<file path="src/hw/rtl/mstc_pkg.sv">
package mstc_pkg;

    // Default width of every count and total
    localparam int LEN_BITS_DEFAULT = 28;

    // Depth of the result queue; two words may enter in one cycle
    localparam int RESULT_DEPTH = 4;

    // Characters of the mismatch string
    localparam logic [7:0] CH_OPEN  = 8'h3E;  // '>'
    localparam logic [7:0] CH_PLUS  = 8'h2B;  // '+'
    localparam logic [7:0] CH_MINUS = 8'h2D;  // '-'
    localparam logic [7:0] CH_ZERO  = 8'h30;  // '0'
    localparam logic [7:0] CH_NINE  = 8'h39;  // '9'
    localparam logic [7:0] CH_A     = 8'h41;  // 'A'
    localparam logic [7:0] CH_T     = 8'h54;  // 'T'
    localparam logic [3:0] DIGIT_MASK = 4'hF;

    // Operation kinds
    typedef enum logic [1:0] {
        KIND_MATCH = 2'd0,
        KIND_INS   = 2'd1,
        KIND_DEL   = 2'd2
    } kind_t;

endpackage

</file>
<file path="src/hw/rtl/mstc_if.sv">
// Mismatch string channel: one character a word
interface md_if;
    logic       valid;
    logic       ready;
    logic [7:0] md_byte;
    logic       last;

    modport source (output valid, output md_byte, output last, input ready);
    modport sink   (input valid, input md_byte, input last, output ready);
endinterface

// Operation channel: one operation and/or record summary a word
interface cigar_if
    import mstc_pkg::*;
#(
    parameter int LENGTH_BITS = LEN_BITS_DEFAULT
);
    logic                          valid;
    logic                          ready;
    logic [1:0]                    op_code;
    logic [LENGTH_BITS-1:0]        op_length;
    logic                          op_present;
    logic                          end_of_record;
    logic [LENGTH_BITS-1:0]        edit_distance;
    logic signed [LENGTH_BITS:0]   length_difference;
    logic [LENGTH_BITS-1:0]        max_indel_total;

    modport source (
        output valid, output op_code, output op_length, output op_present,
        output end_of_record, output edit_distance, output length_difference,
        output max_indel_total, input ready
    );
    modport sink (
        input valid, input op_code, input op_length, input op_present,
        input end_of_record, input edit_distance, input length_difference,
        input max_indel_total, output ready
    );
endinterface

</file>
<file path="src/hw/rtl/mstc_core.sv">
module mstc_core
    import mstc_pkg::*;
#(
    parameter int LENGTH_BITS = LEN_BITS_DEFAULT,
    parameter int RES_W       = 4 * LENGTH_BITS + 5
)(
    input  logic             clk,
    input  logic             rst_n,
    md_if.sink               md,
    input  logic             space,
    output logic [1:0]       push_count,
    output logic [RES_W-1:0] push_word0,
    output logic [RES_W-1:0] push_word1
);

    localparam int LB = LENGTH_BITS;
    localparam logic [LB-1:0] LEN_MAX = {LB{1'b1}};

    function automatic logic [LB-1:0] sat(input logic [LB+1:0] s);
        return (s > {2'b00, LEN_MAX}) ? LEN_MAX : s[LB-1:0];
    endfunction

    // Input register
    logic       in_valid_reg;
    logic [7:0] byte_reg;
    logic       last_reg;
    logic       fire;

    // Parser state
    logic          in_indel_reg, in_indel_next;
    logic [LB-1:0] acc_reg, acc_next;
    logic          drop_reg, drop_next;
    logic [LB-1:0] run_reg, run_next;
    logic [LB-1:0] mis_reg, mis_next;
    kind_t         pkind_reg, pkind_next;
    logic [LB-1:0] plen_reg, plen_next;
    logic          pvalid_reg, pvalid_next;
    logic [LB-1:0] edit_reg, edit_next;
    logic [LB-1:0] del_reg, del_next;
    logic [LB-1:0] ins_reg, ins_next;

    assign fire     = in_valid_reg && space;
    assign md.ready = !in_valid_reg || fire;

    // Hold the accepted word until the queue has room for two results
    always_ff @(posedge clk or negedge rst_n)
    begin
        if (!rst_n)
        begin
            in_valid_reg <= 1'b0;
        end
        else if (md.ready)
        begin
            in_valid_reg <= md.valid;
        end
    end

    always_ff @(posedge clk)
    begin
        if (md.valid && md.ready)
        begin
            byte_reg <= md.md_byte;
            last_reg <= md.last;
        end
    end

    always_comb
    begin
        logic [7:0]    b;
        logic          is_digit;
        logic          is_letter;
        logic [LB+3:0] acc_x10;
        logic [LB-1:0] acc_dig;
        logic [LB-1:0] run_c;
        logic [LB-1:0] acc_c;
        logic [LB-1:0] mis_c;
        logic          close_en;
        logic          indel_close;
        logic [LB-1:0] edit_add;
        logic [LB-1:0] match_len;
        logic          push_en;
        kind_t         push_kind;
        logic [LB-1:0] push_len;
        logic          push_do;
        logic          emit0;
        logic          summary;
        logic [LB-1:0] fin_len;
        logic [1:0]    fin_code;
        logic [LB:0]   diff;
        logic [LB-1:0] maxi;
        logic [RES_W-1:0] r0;
        logic [RES_W-1:0] rf;

        b         = byte_reg;
        is_digit  = b inside {[CH_ZERO:CH_NINE]};
        is_letter = b inside {[CH_A:CH_T]};

        // Next decimal digit, saturated, unless digits are being dropped
        acc_x10 = {1'b0, acc_reg, 3'b000} + {3'b000, acc_reg, 1'b0}
                + {{LB{1'b0}}, b[3:0] & DIGIT_MASK};
        if (drop_reg)
            acc_dig = acc_reg;
        else if (acc_x10 > {4'b0000, LEN_MAX})
            acc_dig = LEN_MAX;
        else
            acc_dig = acc_x10[LB-1:0];

        in_indel_next = in_indel_reg;
        drop_next     = drop_reg;
        run_c         = run_reg;
        acc_c         = acc_reg;
        mis_c         = mis_reg;
        close_en      = 1'b0;
        indel_close   = 1'b0;
        del_next      = del_reg;
        ins_next      = ins_reg;
        push_en       = 1'b0;
        push_kind     = KIND_MATCH;
        push_len      = '0;

        if (!in_indel_reg)
        begin
            if (b == CH_OPEN)
            begin
                close_en      = 1'b1;
                in_indel_next = 1'b1;
            end
            else if (is_letter)
            begin
                run_c     = sat({2'b00, run_reg} + {2'b00, acc_reg});
                acc_c     = '0;
                drop_next = 1'b0;
                mis_c     = sat({2'b00, mis_reg} + (LB+2)'(1));
            end
            else if (is_digit)
            begin
                acc_c = acc_dig;
            end
            else
            begin
                drop_next = 1'b1;
            end
            if (last_reg)
                close_en = 1'b1;
        end
        else
        begin
            if (b == CH_PLUS || b == CH_MINUS)
            begin
                indel_close   = 1'b1;
                push_en       = 1'b1;
                push_len      = acc_reg;
                in_indel_next = 1'b0;
                acc_c         = '0;
                drop_next     = 1'b0;
                if (b == CH_PLUS)
                begin
                    push_kind = KIND_DEL;
                    del_next  = sat({2'b00, del_reg} + {2'b00, acc_reg});
                end
                else
                begin
                    push_kind = KIND_INS;
                    ins_next  = sat({2'b00, ins_reg} + {2'b00, acc_reg});
                end
            end
            else if (is_digit)
            begin
                acc_c = acc_dig;
            end
            else
            begin
                drop_next = 1'b1;
            end
        end

        // Close the match run: digits, earlier runs and mismatches together
        match_len = sat({2'b00, run_c} + {2'b00, acc_c} + {2'b00, mis_c});
        if (indel_close)
            edit_add = acc_reg;
        else if (close_en)
            edit_add = mis_c;
        else
            edit_add = '0;
        edit_next = sat({2'b00, edit_reg} + {2'b00, edit_add});

        run_next = run_c;
        acc_next = acc_c;
        mis_next = mis_c;
        if (close_en)
        begin
            push_en   = 1'b1;
            push_kind = KIND_MATCH;
            push_len  = match_len;
            run_next  = '0;
            acc_next  = '0;
            mis_next  = '0;
            drop_next = 1'b0;
        end

        // Merge with the held operation or emit it and hold the new one
        push_do     = push_en && (push_len != '0);
        emit0       = push_do && pvalid_reg && (pkind_reg != push_kind);
        pkind_next  = pkind_reg;
        plen_next   = plen_reg;
        pvalid_next = pvalid_reg;
        if (push_do)
        begin
            if (pvalid_reg && pkind_reg == push_kind)
            begin
                plen_next = sat({2'b00, plen_reg} + {2'b00, push_len});
            end
            else
            begin
                pkind_next  = push_kind;
                plen_next   = push_len;
                pvalid_next = 1'b1;
            end
        end

        r0 = {pkind_reg, plen_reg, 1'b1, 1'b0, {LB{1'b0}}, {(LB+1){1'b0}},
              {LB{1'b0}}};

        // Record summary with the flushed operation
        summary  = last_reg;
        fin_code = pvalid_next ? pkind_next : KIND_MATCH;
        fin_len  = pvalid_next ? plen_next : '0;
        diff     = {1'b0, del_next} - {1'b0, ins_next};
        maxi     = (del_next > ins_next) ? del_next : ins_next;
        rf = {fin_code, fin_len, pvalid_next, 1'b1, edit_next, diff, maxi};

        push_word0 = emit0 ? r0 : rf;
        push_word1 = rf;
        push_count = 2'b00;
        if (fire)
            push_count = {1'b0, emit0} + {1'b0, summary};

        // End of record returns all state to reset
        if (summary)
        begin
            in_indel_next = 1'b0;
            acc_next      = '0;
            drop_next     = 1'b0;
            run_next      = '0;
            mis_next      = '0;
            pkind_next    = KIND_MATCH;
            plen_next     = '0;
            pvalid_next   = 1'b0;
            edit_next     = '0;
            del_next      = '0;
            ins_next      = '0;
        end
    end

    // Advance the parser state on each processed word
    always_ff @(posedge clk or negedge rst_n)
    begin
        if (!rst_n)
        begin
            in_indel_reg <= 1'b0;
            acc_reg      <= '0;
            drop_reg     <= 1'b0;
            run_reg      <= '0;
            mis_reg      <= '0;
            pkind_reg    <= KIND_MATCH;
            plen_reg     <= '0;
            pvalid_reg   <= 1'b0;
            edit_reg     <= '0;
            del_reg      <= '0;
            ins_reg      <= '0;
        end
        else if (fire)
        begin
            in_indel_reg <= in_indel_next;
            acc_reg      <= acc_next;
            drop_reg     <= drop_next;
            run_reg      <= run_next;
            mis_reg      <= mis_next;
            pkind_reg    <= pkind_next;
            plen_reg     <= plen_next;
            pvalid_reg   <= pvalid_next;
            edit_reg     <= edit_next;
            del_reg      <= del_next;
            ins_reg      <= ins_next;
        end
    end

endmodule

</file>
<file path="src/hw/rtl/mstc_queue.sv">
module mstc_queue
    import mstc_pkg::*;
#(
    parameter int WIDTH = 4 * LEN_BITS_DEFAULT + 5,
    parameter int DEPTH = RESULT_DEPTH
)(
    input  logic             clk,
    input  logic             rst_n,
    input  logic [1:0]       push_count,
    input  logic [WIDTH-1:0] push_word0,
    input  logic [WIDTH-1:0] push_word1,
    output logic             space,
    output logic             out_valid,
    input  logic             out_ready,
    output logic [WIDTH-1:0] out_word
);

    localparam int PW = (DEPTH > 1) ? $clog2(DEPTH) : 1;
    localparam int CW = $clog2(DEPTH + 1);
    localparam logic [PW-1:0] LAST_SLOT = PW'(DEPTH - 1);
    localparam logic [CW-1:0] ROOM2     = CW'(DEPTH - 2);

    function automatic logic [PW-1:0] inc(input logic [PW-1:0] p);
        return (p == LAST_SLOT) ? '0 : p + PW'(1);
    endfunction

    logic [WIDTH-1:0] slot_reg [DEPTH];
    logic [PW-1:0]    wr_reg, wr_next;
    logic [PW-1:0]    rd_reg, rd_next;
    logic [CW-1:0]    count_reg, count_next;
    logic             pop;
    logic [PW-1:0]    wr_plus1;

    assign out_valid = (count_reg != '0);
    assign out_word  = slot_reg[rd_reg];
    assign space     = (count_reg <= ROOM2);
    assign pop       = out_valid && out_ready;
    assign wr_plus1  = inc(wr_reg);

    always_comb
    begin
        wr_next = wr_reg;
        if (push_count == 2'd1)
            wr_next = wr_plus1;
        else if (push_count == 2'd2)
            wr_next = inc(wr_plus1);
        rd_next    = pop ? inc(rd_reg) : rd_reg;
        count_next = count_reg + CW'(push_count) - CW'(pop);
    end

    // Advance pointers and fill count
    always_ff @(posedge clk or negedge rst_n)
    begin
        if (!rst_n)
        begin
            wr_reg    <= '0;
            rd_reg    <= '0;
            count_reg <= '0;
        end
        else
        begin
            wr_reg    <= wr_next;
            rd_reg    <= rd_next;
            count_reg <= count_next;
        end
    end

    // Store up to two result words a cycle
    always_ff @(posedge clk)
    begin
        if (push_count != 2'd0)
            slot_reg[wr_reg] <= push_word0;
        if (push_count == 2'd2)
            slot_reg[wr_plus1] <= push_word1;
    end

endmodule

</file>
<file path="src/hw/rtl/mismatch_string_to_cigar.sv">
// Channel   Dir   Word contents
// md        in    md_byte[7:0], last
// cigar     out   op_code, op_length, op_present, end_of_record,
//                 edit_distance, length_difference, max_indel_total
//
// One character enters per cycle while md.ready is high; it waits in the input
// register until the queue has room, and its words are written to the result queue.
// A character gives at most two words; characters that each gave two words
// would be limited by the single output port, which passes one word at a time.
// The result queue holds four words; md.ready drops while fewer than two
// slots are free and the input register is full.
// rst_n clears the parser state and the queue at once.
module mismatch_string_to_cigar
    import mstc_pkg::*;
#(
    parameter int LENGTH_BITS = LEN_BITS_DEFAULT
)(
    input  logic     clk,
    input  logic     rst_n,
    md_if.sink       md,
    cigar_if.source  cigar
);

    localparam int LB    = LENGTH_BITS;
    localparam int RES_W = 4 * LB + 5;

    logic             space;
    logic [1:0]       push_count;
    logic [RES_W-1:0] push_word0;
    logic [RES_W-1:0] push_word1;
    logic [RES_W-1:0] out_word;

    mstc_core #(
        .LENGTH_BITS (LB),
        .RES_W       (RES_W)
    ) u_core (
        .clk        (clk),
        .rst_n      (rst_n),
        .md         (md),
        .space      (space),
        .push_count (push_count),
        .push_word0 (push_word0),
        .push_word1 (push_word1)
    );

    mstc_queue #(
        .WIDTH (RES_W),
        .DEPTH (RESULT_DEPTH)
    ) u_queue (
        .clk        (clk),
        .rst_n      (rst_n),
        .push_count (push_count),
        .push_word0 (push_word0),
        .push_word1 (push_word1),
        .space      (space),
        .out_valid  (cigar.valid),
        .out_ready  (cigar.ready),
        .out_word   (out_word)
    );

    // Split the queued word into the output fields
    assign {cigar.op_code, cigar.op_length, cigar.op_present, cigar.end_of_record,
            cigar.edit_distance, cigar.length_difference,
            cigar.max_indel_total} = out_word;

endmodule

</file>
<file path="src/flat_wrapper.sv">
// flat-port wrapper written by rule: the top's interface ports become plain ports
module mismatch_string_to_cigar_flat import mstc_pkg::*;
#(
    parameter int LENGTH_BITS = LEN_BITS_DEFAULT
)
  (clk, rst_n, md_valid, md_md_byte, md_last, md_ready, cigar_valid, cigar_op_code, cigar_op_length, cigar_op_present, cigar_end_of_record, cigar_edit_distance, cigar_length_difference, cigar_max_indel_total, cigar_ready);
  md_if md_i ();
  cigar_if #(.LENGTH_BITS(LENGTH_BITS)) cigar_i ();
  input  logic clk;
  input  logic rst_n;
  input wire logic [$bits(md_i.valid)-1:0] md_valid;
  input wire logic [$bits(md_i.md_byte)-1:0] md_md_byte;
  input wire logic [$bits(md_i.last)-1:0] md_last;
  output wire logic [$bits(md_i.ready)-1:0] md_ready;
  output wire logic [$bits(cigar_i.valid)-1:0] cigar_valid;
  output wire logic [$bits(cigar_i.op_code)-1:0] cigar_op_code;
  output wire logic [$bits(cigar_i.op_length)-1:0] cigar_op_length;
  output wire logic [$bits(cigar_i.op_present)-1:0] cigar_op_present;
  output wire logic [$bits(cigar_i.end_of_record)-1:0] cigar_end_of_record;
  output wire logic [$bits(cigar_i.edit_distance)-1:0] cigar_edit_distance;
  output wire logic [$bits(cigar_i.length_difference)-1:0] cigar_length_difference;
  output wire logic [$bits(cigar_i.max_indel_total)-1:0] cigar_max_indel_total;
  input wire logic [$bits(cigar_i.ready)-1:0] cigar_ready;
  assign md_i.valid = md_valid;
  assign md_i.md_byte = md_md_byte;
  assign md_i.last = md_last;
  assign md_ready = md_i.ready;
  assign cigar_valid = cigar_i.valid;
  assign cigar_op_code = cigar_i.op_code;
  assign cigar_op_length = cigar_i.op_length;
  assign cigar_op_present = cigar_i.op_present;
  assign cigar_end_of_record = cigar_i.end_of_record;
  assign cigar_edit_distance = cigar_i.edit_distance;
  assign cigar_length_difference = cigar_i.length_difference;
  assign cigar_max_indel_total = cigar_i.max_indel_total;
  assign cigar_i.ready = cigar_ready;
  mismatch_string_to_cigar #(.LENGTH_BITS(LENGTH_BITS)) u_core (.clk(clk), .rst_n(rst_n), .md(md_i), .cigar(cigar_i));
endmodule
</file>
<file path="config.mk">
export PLATFORM = sky130hd
export DESIGN_NAME = mismatch_string_to_cigar_flat
export DESIGN_NICKNAME = d
export VERILOG_FILES = /design/src/hw/rtl/mstc_pkg.sv /design/src/hw/rtl/mstc_if.sv /design/src/hw/rtl/mstc_core.sv /design/src/hw/rtl/mstc_queue.sv /design/src/hw/rtl/mismatch_string_to_cigar.sv /design/src/flat_wrapper.sv
export SDC_FILE = /design/constraint.sdc
export NUM_CORES = 2
export LEC_CHECK = 0
export BUFFER_PORTS_ARGS = -buffer_cell sky130_fd_sc_hd__buf_2
export CAP_MARGIN = 20
export CORE_MARGIN = 2
export CORE_UTILIZATION = 62
export CTS_BUF_LIST = sky130_fd_sc_hd__clkbuf_8
export DETAILED_ROUTE_END_ITERATION = 12
export GPL_TIMING_DRIVEN = 1
export MAX_ROUTING_LAYER = met4
export PLACE_DENSITY = 0.84
export SYNTH_ARGS = -nofsm -noshare
export SYNTH_HDL_FRONTEND = slang
export SYNTH_HIERARCHICAL = 1
export SYNTH_SLANG_ARGS = --single-unit
</file>
<file path="constraint.sdc">
create_clock -name clk -period 20.3 [get_ports clk]
set_input_delay 4.06 -clock clk [delete_from_list [all_inputs] [get_ports clk]]
set_output_delay 4.06 -clock clk [all_outputs]
set_load 0.02 [all_outputs]
</file>
==> run_results.csv <==
group,metric,value,unit
yosys,avgSynthCellArea,10.6,um2
timing,fin_worst_skew,89.6,ps
global_routing,grt_overflow,0,
yosys,async_reset_ff_share,30.5,%
layout,multiInputGateArea,27700,um2
cts,cts_buffers,112,
layout,largest_register_ff_count,468,
floorplanning,dieArea,81300,um2
yosys,syn_area,49000,um2
layout,synthToLayoutAreaGrowth,7.50,%
yosys,ys_types,91,
layout,fin_nets,4992,
timing,worstMarginPinSlew,1140,ps
layout,mostFrequentLayoutCells,"477 x edfxtp_1, 473 x mux2_2, 358 x nand2_1",
yosys,syn_nets,4941,
pwr,peakVddDrop,0.139,mV
setup_path,critPathKind,"reg -> reg",
setup_path,required,20680,ps
floorplanning,io_pins,132,
timing,hold_viol,0,
cts,cts_sinks,686,
cts,post-cts-setup-buffer-count,0,
timing,relSlewSlack,24.0,%
timing,rsz0062_at_grt,"false",
cts,path_clk_slew,70,ps
floorplanning,fp-row-count,103,
global_routing,grt_max_degree,160,
cts,cts_tree,"built",
layout,regArea,19600,um2
setup_path,critPathBufInv,7,
floorplanning,dieHeight,285,um
layout,mostFrequentLayoutCell,"edfxtp_1",
timing,drv_slew,0,
yosys,ys_warn_count,6,
setup_path,crit_path_top_delay_cell,"buf_4",
yosys,dominantRegCellSynth,"edfxtp_1",
yosys,synth_edf_count,477,
yosys,yosysTopAreaCellShare,29.2,%
cts,cts_buffer_depth,3,
yosys,synth-seq-cells,686,
layout,stdcell_count,5823,
timing,fin_crit_sh,65.2,%
setup_path,crit_arrival,13620,ps
pwr,finalPower,0.00588,W
place,gp_congestion,1.04,
layout,layout-drive-gt1-share,20.5,%
yosys,syn_inst,4620,
place,placed_cell_area,50300,um2
global_routing,grt_pass1_vias,37400,
floorplanning,start_util,62.3,%
detailed_routing,drt_iter0_drc,5680,
timing,max_freq,75.5,MHz
timing,setup_viol,0,
detailed_routing,vias,39700,
detailed_routing,wl,148,mm
floorplanning,die_w,285,um
detailed_routing,drt_pre_antenna_iters,8,
place,place_hpwl,101,mm
layout,postLayoutCellArea,52700,um2
pwr,pwr_density_cell,112,nW/um2
timing,setup_tns,0,ps
detailed_routing,postRouteAntennaNets,0,
timing,period_minus_slack,13240,ps
setup_path,critPathTopFamily,"compound AO/OA/AOI/OAI gates",
global_routing,antenna_found_initial,4,
yosys,synth_area_leader_cell,"edfxtp_1",
run_status,status,"complete, no violations",
setup_path,setup.worst_path.start_class,"flip-flop",
global_routing,grt_use_total,36.7,%
yosys,synth_area_leaders,"edfxtp_1 29%, mux2_2 11%, dfrtp_1 11%, ha_1 6.9%, mux4_2 5.4%",
layout,fillCellCount,5564,
detailed_routing,wl_per_cell,25.4,um
cts,cts_resized,0,
setup_path,critPathMaxFanout,118,
setup_path,slowest_delay,900,ps
cts,clock_latency,810,ps
place,dpl.cell_count,5605,
global_routing,grt_pass1_wl,224,mm
yosys,yosysSeqAreaShare,39.9,%
setup_path,crit_path_frequent_cell,"ha_1",
place,portBuffers,131,
detailed_routing,vias_per_cell,6.82,
timing,hold_ws,498,ps
job,drv_cap,0,
floorplanning,core_area,78600,um2
cts,cts_hold_buf,0,
cts,cts-root-buf,"clkbuf_8",
detailed_routing,drc,0,
setup_path,endpoint_kind,"flip-flop",
pwr,leakage,23.1,nW
hold_path,hp-class,"reg -> reg",
cts,htree_levels,3,
[area by class of cell]
type                    count  area share, %
clock inverters            94           1.40
multi-input cells        3528           52.7
repair buffers            188           2.16
flip-flops and latches    686           37.1
well taps                1050           2.49
diodes                      6         0.0285
inverters                 155           1.10
clock buffers             116           3.03
[routing by layer]
metal,part of all wire (%),global-route usage [%]
met5,0,-
met4,4.5,14.6
met3,12,7.67
met2,44,52.4
met1,40,51.2
[report_power, final]
| group | internal [W] | total, W | switching (W) |
|---|---|---|---|
| sequential | 0.00174 | 0.00193 | 0.000187 |
| combinational | 0.000977 | 0.00267 | 0.00170 |
| clock | 0.000658 | 0.00128 | 0.000620 |
| total | 0.00338 | 0.00588 | 0.00250 |
[final timing paths]
kind / startpoint / end / slack (ps) / depth (start not counted)
worst max-delay path: u_core/u_core/acc_reg[1]$_DFFE_PN0P_ / u_core/u_queue/slot_reg[2][34]$_DFFE_PP_ / 7060 / 38
worst min-delay path: u_core/u_core/edit_reg[23]$_DFFE_PN0P_ / u_core/u_core/edit_reg[23]$_DFFE_PN0P_ / 500 / 2
worst max register to register: u_core/u_core/acc_reg[1]$_DFFE_PN0P_ / u_core/u_queue/slot_reg[2][34]$_DFFE_PP_ / 7060 / 38
worst min register to register: u_core/u_core/edit_reg[23]$_DFFE_PN0P_ / u_core/u_core/edit_reg[23]$_DFFE_PN0P_ / 500 / 2
max in group asynchronous: rst_n / u_core/u_core/del_reg[10]$_DFFE_PN0P_ / 15150 / 4
min in group asynchronous: rst_n / u_core/u_core/acc_reg[17]$_DFFE_PN0P_ / 3270 / 1
[through the flow]
| step | utilization (%) | worst slack, ps |
|---|---|---|
| 6_report | 67.0 | 7060 |
| 3_5_place_dp | 64.0 | 7320 |
| 3_3_place_gp | 64.0 | 7620 |
| 4_1_cts | 66.9 | 7230 |
| 2_1_floorplan | - | 3410 |
| 5_1_grt | 67.0 | 6240 |
[worst reg2reg max path: cells and delay by family (launching register included)]
family,cells,cell delay (ps)
AOI/OAI and AO/OA,15,4250
DFF,1,770
adders and majority gates,8,2990
buffers and inverters,7,2510
and+or+nand+nor,8,2240
[cells by family (layout without fill, tap and decap cells)]
logic type      Yosys count  count (layout)  synth area share [%]
xor+xnor                188             188                  3.36
fa+ha+maj               308             308                  8.44
buf+inv                 406             553                  3.78
flops                   686             686                  39.9
compound gates         1215            1215                  15.7
simple gates           1163            1163                  11.3
mux                     653             653                  17.5
other cells               1               7               0.00765
[cell usage after synthesis, drive strengths merged, types with 8 or more instances]
cell type and number:
nor2 309, mux4 117, a31oi 33, o41ai 10, clkbuf 142, o211ai 18
nand2b 61, nand2 363, ha 270, and3 38, a211o 8, inv 154
xor2 72, buf 109, o21ai 324, o22ai 55, a22o 40, o21bai 33
nand4 34, or2 16, or3 14, a311oi 8, nor4 14, o221ai 11
mux2i 59, a21o 105, nor3 53, o22a 14, fa 38, o2bb2ai 19
o21a 47, edfxtp 477, xnor2 116, nand3 97, a21oi 324, a211oi 41
mux2 477, and2 36, o31ai 39, nor2b 86, dfrtp 209
No activity file was read; power rests on OpenSTA's default activity.
